File: src/hw/rtl/upd_pkg.sv
`default_nettype none

package upd_pkg;

  // character codes
  localparam logic [7:0] CH_PERCENT = 8'h25;
  localparam logic [7:0] CH_PLUS    = 8'h2B;
  localparam logic [7:0] CH_SPACE   = 8'h20;
  localparam logic [7:0] CH_DOT     = 8'h2E;
  localparam logic [7:0] CH_SLASH   = 8'h2F;
  localparam logic [7:0] CH_QUERY   = 8'h3F;

  // final status codes
  typedef enum logic [1:0] {
    ST_OK         = 2'd0,
    ST_BAD_ESCAPE = 2'd1,
    ST_DOTDOT     = 2'd2,
    ST_NO_SLASH   = 2'd3
  } status_t;

  // escape decoder phase
  typedef enum logic [1:0] {
    PH_NORMAL   = 2'd0,
    PH_HEX_HIGH = 2'd1,
    PH_HEX_LOW  = 2'd2
  } phase_t;

  // per-uri decoder state
  typedef struct packed {
    phase_t     phase;
    logic [3:0] high_nibble;
    logic       prev_dot;
    logic       query_seen;
    logic       any_output;
    logic       first_slash;
    logic       dotdot;
    logic       esc_err;
  } state_t;

  // one result beat
  typedef struct packed {
    logic [7:0] byte_val;
    logic       byte_valid;
    logic       in_query;
    logic       is_last;
    status_t    status;
  } result_t;

  // hex digit check and value
  typedef struct packed {
    logic       ok;
    logic [3:0] val;
  } hex_t;

  function automatic hex_t hex_digit(input logic [7:0] c);
    hex_t h;
    h.ok  = 1'b0;
    h.val = c[3:0];
    if (c >= 8'h30 && c <= 8'h39) begin
      h.ok = 1'b1;
    end else if ((c >= 8'h61 && c <= 8'h66) || (c >= 8'h41 && c <= 8'h46)) begin
      h.ok  = 1'b1;
      h.val = c[3:0] + 4'd9;
    end
    return h;
  endfunction

endpackage

`default_nettype wire

File: src/hw/rtl/upd_step.sv
`default_nettype none

module upd_step (
  input  wire upd_pkg::state_t  state,
  input  wire logic [7:0]       char_code,
  input  wire logic             end_marker,
  output upd_pkg::state_t       state_nxt,
  output logic                  res_valid,
  output upd_pkg::result_t      res
);
  import upd_pkg::*;

  hex_t       hx;
  logic       emit;
  logic [7:0] eb;
  logic       q_nxt;

  assign hx = hex_digit(char_code);

  // escape sequencing and pick of the byte to emit
  always_comb begin
    state_nxt = state;
    emit      = 1'b0;
    eb        = char_code;
    if (end_marker) begin
      state_nxt = '0;
    end else if (!state.esc_err) begin
      unique case (state.phase)
        PH_HEX_HIGH: begin
          if (!hx.ok) begin
            state_nxt.esc_err = 1'b1;
            state_nxt.phase   = PH_NORMAL;
          end else begin
            state_nxt.high_nibble = hx.val;
            state_nxt.phase       = PH_HEX_LOW;
          end
        end
        PH_HEX_LOW: begin
          state_nxt.phase = PH_NORMAL;
          if (!hx.ok) begin
            state_nxt.esc_err = 1'b1;
          end else begin
            emit = 1'b1;
            eb   = {state.high_nibble, hx.val};
          end
        end
        default: begin
          // normal characters, also the unused phase code
          if (char_code == CH_PERCENT) begin
            state_nxt.phase = PH_HEX_HIGH;
          end else begin
            state_nxt.phase = PH_NORMAL;
            emit            = 1'b1;
            eb              = (char_code == CH_PLUS) ? CH_SPACE : char_code;
          end
        end
      endcase
    end

    // path tracking on emitted bytes
    q_nxt = state.query_seen | (eb == CH_QUERY);
    if (emit) begin
      state_nxt.query_seen = q_nxt;
      if (!q_nxt && eb == CH_DOT && state.prev_dot) begin
        state_nxt.dotdot = 1'b1;
      end
      state_nxt.prev_dot = (eb == CH_DOT);
      if (!state.any_output) begin
        state_nxt.first_slash = (eb == CH_SLASH);
        state_nxt.any_output  = 1'b1;
      end
    end
  end

  // result beat
  always_comb begin
    res_valid      = emit | end_marker;
    res.byte_val   = end_marker ? 8'd0 : eb;
    res.byte_valid = !end_marker;
    res.in_query   = !end_marker && q_nxt;
    res.is_last    = end_marker;
    res.status     = ST_OK;
    if (end_marker) begin
      priority if (state.esc_err || state.phase == PH_HEX_HIGH ||
                   state.phase == PH_HEX_LOW) begin
        res.status = ST_BAD_ESCAPE;
      end else if (state.dotdot) begin
        res.status = ST_DOTDOT;
      end else if (!state.any_output || !state.first_slash) begin
        res.status = ST_NO_SLASH;
      end else begin
        res.status = ST_OK;
      end
    end
  end

endmodule

`default_nettype wire

File: src/hw/rtl/uri_percent_decoder_path_check_core.sv
// an input beat passes the input register, then the result register, on its way to its result beat
// throughput: one input beat per cycle while the result side keeps flowing
// bytes of an escape before its last digit, and bytes after a bad escape, give no result
// the end beat gives one status beat and returns the decoder state to reset
// rst_n (synchronous, active low) clears both valid flags and the decoder state
`default_nettype none

module uri_percent_decoder_path_check_core (
  input  wire logic        clk,
  input  wire logic        rst_n,
  input  wire logic        in_valid,
  output logic             in_stall,
  input  wire logic [7:0]  in_char_code,
  input  wire logic        in_end_marker,
  output logic             out_valid,
  input  wire logic        out_stall,
  output logic [7:0]       out_byte,
  output logic             out_byte_valid,
  output logic             out_in_query,
  output logic             out_is_last,
  output logic [1:0]       out_status
);
  import upd_pkg::*;

  logic       s1_valid_r, s1_valid_nxt;
  logic [7:0] s1_char_r;
  logic       s1_end_r;
  state_t     state_r, state_nxt;
  logic       out_valid_r, out_valid_nxt;
  result_t    out_r;
  logic       res_valid;
  result_t    res;
  logic       out_free;
  logic       s1_fire;
  logic       in_accept;

  // handshake control
  assign out_free  = !out_valid_r || !out_stall;
  assign s1_fire   = s1_valid_r && out_free;
  assign in_stall  = s1_valid_r && !out_free;
  assign in_accept = in_valid && !in_stall;

  // per-beat decode
  upd_step u_step (
    .state      (state_r),
    .char_code  (s1_char_r),
    .end_marker (s1_end_r),
    .state_nxt  (state_nxt),
    .res_valid  (res_valid),
    .res        (res)
  );

  // next valid flags
  always_comb begin
    s1_valid_nxt = s1_valid_r;
    if (in_accept) begin
      s1_valid_nxt = 1'b1;
    end else if (s1_fire) begin
      s1_valid_nxt = 1'b0;
    end
    out_valid_nxt = out_valid_r;
    if (out_free) begin
      out_valid_nxt = s1_fire && res_valid;
    end
  end

  // control registers
  always_ff @(posedge clk) begin
    if (!rst_n) begin
      s1_valid_r  <= 1'b0;
      out_valid_r <= 1'b0;
      state_r     <= '0;
    end else begin
      s1_valid_r  <= s1_valid_nxt;
      out_valid_r <= out_valid_nxt;
      if (s1_fire) begin
        state_r <= state_nxt;
      end
    end
  end

  // payload registers
  always_ff @(posedge clk) begin
    if (in_accept) begin
      s1_char_r <= in_char_code;
      s1_end_r  <= in_end_marker;
    end
    if (s1_fire && res_valid && out_free) begin
      out_r <= res;
    end
  end

  // output ports
  assign out_valid      = out_valid_r;
  assign out_byte       = out_r.byte_val;
  assign out_byte_valid = out_r.byte_valid;
  assign out_in_query   = out_r.in_query;
  assign out_is_last    = out_r.is_last;
  assign out_status     = out_r.status;

`ifndef NO_ASSERTIONS
  // end beat puts the decoder back to reset
  a_end_clears: assert property (@(posedge clk) disable iff (!rst_n)
    s1_fire && s1_end_r |=> state_r == '0)
    else $error("decoder state not cleared after end beat");

  // no byte results once an escape has gone bad
  a_err_silent: assert property (@(posedge clk) disable iff (!rst_n)
    s1_fire && !s1_end_r && state_r.esc_err |-> !res_valid)
    else $error("byte emitted after bad escape");

  // a result carries either a byte or a status, never both
  a_kind: assert property (@(posedge clk) disable iff (!rst_n)
    out_valid_r |-> (out_r.byte_valid != out_r.is_last) &&
                    (out_r.byte_valid ? out_r.status == ST_OK : out_r.byte_val == 8'd0))
    else $error("malformed result beat");

  // input is held back only while the stage register is occupied and blocked
  a_stall_cause: assert property (@(posedge clk) disable iff (!rst_n)
    in_stall |-> s1_valid_r && out_valid_r && out_stall)
    else $error("input stalled without cause");
`endif

endmodule

`default_nettype wire

File: config.mk
export PLATFORM = sky130hd
export DESIGN_NAME = uri_percent_decoder_path_check_core
export DESIGN_NICKNAME = d
export VERILOG_FILES = /design/src/hw/rtl/upd_pkg.sv /design/src/hw/rtl/upd_step.sv /design/src/hw/rtl/uri_percent_decoder_path_check_core.sv
export SDC_FILE = /design/constraint.sdc
export NUM_CORES = 1
export LEC_CHECK = 0
export ABC_AREA = 1
export BUFFER_PORTS_ARGS = -buffer_cell sky130_fd_sc_hd__buf_2
export CORE_MARGIN = 2
export CORE_UTILIZATION = 61
export CTS_CLUSTER_DIAMETER = 50
export DETAILED_ROUTE_END_ITERATION = 12
export PLACE_DENSITY_LB_ADDON = 0.25
export SETUP_SLACK_MARGIN = 0.2
export SLEW_MARGIN = 20
export SYNTH_ARGS = -nofsm -noshare
export SYNTH_HDL_FRONTEND = slang
export SYNTH_SLANG_ARGS = --single-unit
File: constraint.sdc
create_clock -name clk -period 5.06 [get_ports clk]
set_input_delay 1.012 -clock clk [delete_from_list [all_inputs] [get_ports clk]]
set_output_delay 1.012 -clock clk [all_outputs]
set_load 0.05 [all_outputs]
==> impl_metrics.json <==
{
  "post_cts_buffers": 0,
  "die_h_um": 62.2,
  "period_needed_ns": 2.54,
  "area_growth_pct": 11.4,
  "antenna_found_initial": 0,
  "cp-startpoint": "out_stall",
  "netlist_instances": 266,
  "synth_top_area_share_pct": 31.9,
  "setup_ws_ns": 2.52,
  "drive_gt1_share_pct": 20.5,
  "gp_congestion": 0.918,
  "clkTransAtPathRegs_ns": 0.10,
  "dp_worst_setup_slack_ns": 2.52,
  "final.setup.tns_ns": 0,
  "fp-row-count": 21,
  "postSynth.asyncResetShare_pct": 0,
  "drc_errors": 0,
  "io_buffers": 27,
  "nets": 314,
  "cts_inserted_buffers": 5,
  "placedCellCount": 335,
  "core_um2": 3280,
  "grt_usage_pct": 23.3,
  "place_area_um2": 2230,
  "critPathLaunchType": "input pin",
  "power_density_nw_per_um2": 263,
  "cap_violations": 0,
  "finClkSkew_ns": 0.0104,
  "synth_top_flop_cell": "edfxtp_1",
  "ios": 28,
  "netlist_area_um2": 2070,
  "worstPathRequired_ns": 4.05,
  "end_kind": "primary output",
  "first_pass_iters": 6,
  "fmax_ghz": 0.394,
  "vdd_drop_max_mv": 0.167,
  "yosysWarnings": 0,
  "grt-ovfl-total": 0,
  "diodes": 0,
  "total_power_mw": 0.605,
  "dieArea_um2": 3870,
  "setup_violations": 0,
  "cts_tree": "yes",
  "wl_um": 4130,
  "synth_most_common_cell": "nand2_1",
  "grt_pass1_vias": 1641,
  "synth.avg_cell_area_um2": 7.78,
  "synth_nets": 284,
  "reg2reg_from": "state_r[10]$_SDFFE_PN0P_",
  "synth_top_area_cell": "edfxtp_1",
  "rsz0062_at_grt": "false",
  "holdBufCountCts": 0,
  "ctsResizeCount": 0,
  "hp-start": "state_r[7]$_SDFFE_PN0P_",
  "cts_sinks": 36,
  "wl_per_cell_um": 12.0,
  "via_per_inst": 5.22,
  "vias": 1792,
  "critical_path_class": "in -> out",
  "synth.distinct_cells": 34,
  "grt_pass1_wl_um": 7050,
  "drt_iter0_markers": 112,
  "ys_seq_area_share_pct": 45.5,
  "final_antenna_net_count": 0,
  "insertion_delay_ns": 0.35,
  "cts_root_buf": "clkbuf_4",
  "synthTopCellsByCount": "nand2_1 (79), nor2_1 (25), inv_1 (24)",
  "drv_slew": 0,
  "synthTopCellsByArea": "edfxtp_1 (32%), nand2_1 (14%), dfxtp_1 (14%), nand3_1 (5.6%), a21oi_1 (5.1%)",
  "leakagePower_nw": 1.00,
  "synth-edff-count": 22,
  "worst_pin_slew_ns": 0.503,
  "grt_max_degree": 15,
  "fin_cells": 343,
  "period_share_pct": 50.2,
  "crit_path_max_fanout": 2,
  "start_util_pct": 63.0,
  "finalInstanceArea_um2": 2300,
  "die_x_um": 62.2,
  "synth-seq-cells": 36,
  "hold_violations": 0,
  "critPathArrivalTime_ns": 1.53,
  "slew_headroom_pct": 66.5,
  "dpl.hpwl_um": 3150,
  "outcome": "finished clean",
  "clockBufferDepth": 2,
  "htreeDepth": 2,
  "hold_path_class": "reg -> reg"
}
==> per-stage QoR <==
step | utilization, % | hold WS [ns]
6_report | 70.2 | 0.473
5_1_grt | 70.2 | 0.492
4_1_cts | 70.2 | 0.475
3_5_place_dp | 68.0 | 0.459
3_3_place_gp | 68.0 | 0.454
2_1_floorplan | - | 0.441
==> per-layer routing <==
layer  GRT usage [%]  share of wire [%]  vias to the layer above
li1                -                  -                      924
met1            28.1                 45                      793
met2            37.5                 46                       64
met3            5.62                7.0                       11
met4            14.4                2.0                        0
met5               0                  0                        -
==> worst max-delay path, cell delays in order <==
cell and delay, ns:
buf_2 0.07, nand2_1 0.05, nor2_1 0.11, buf_2 0.28
==> cells by family (layout without fill, tap and decap cells) <==
family	count (synthesis)	after routing	share of synthesized area [%]
and+or+nand+nor	146	146	33.2
adders and majority gates	5	5	3.02
buffers and inverters	39	70	7.68
xor gates and xnor gates	1	1	0.424
DFF	36	36	45.5
AOI/OAI and AO/OA	39	39	10.2
==> layout by cell type, fill, tap and decap left out, drive strengths merged, types with 2 or more instances in the layout <==
master,synthesis,routed
clkinv,1,2
nand2,84,84
ha,5,5
nor3,4,4
nor2,30,30
buf,2,27
a21oi,22,22
edfxtp,22,22
inv,34,34
o21ai,13,13
nand3,24,24
nand3b,2,2
dfxtp,14,14
clkbuf,2,7
==> worst paths after layout <==
check                       endpoint  slack (ns)  depth (start not counted)
max                         in_stall        2.52                          4
min          state_r[7]$_SDFFE_PN0P_        0.47                          2
max reg2reg   out_valid$_SDFFE_PN0P_        2.61                         11
min reg2reg  state_r[7]$_SDFFE_PN0P_        0.47                          2
==> registers in the layout, summed over array words and instances (netlist names) <==
register and cells:
out_in_query 1, out_byte 8, out_status 2, out_byte_valid 1, s1_char_r 8, state_r 12
out_valid 1, s1_valid_r 1, s1_end_r 1, out_is_last 1
==> where the power goes <==
| part | leakage, nW | switching [mW] | internal [mW] |
|---|---|---|---|
| registers | 0.331 | 0.0116 | 0.327 |
| clock network | 0.0404 | 0.0938 | 0.0837 |
| logic | 0.630 | 0.0653 | 0.0243 |
==> area by class of cell <==
type	instances	area, um2
clock inverter	1	5.00
clock buffer	7	66.3
inverter	35	131
sequential	36	941
fill	293	980
tap	46	57.6
multi-input combinational	191	968
timing repair buffer	27	135
Note: power is estimated with default switching activity, not from simulation.
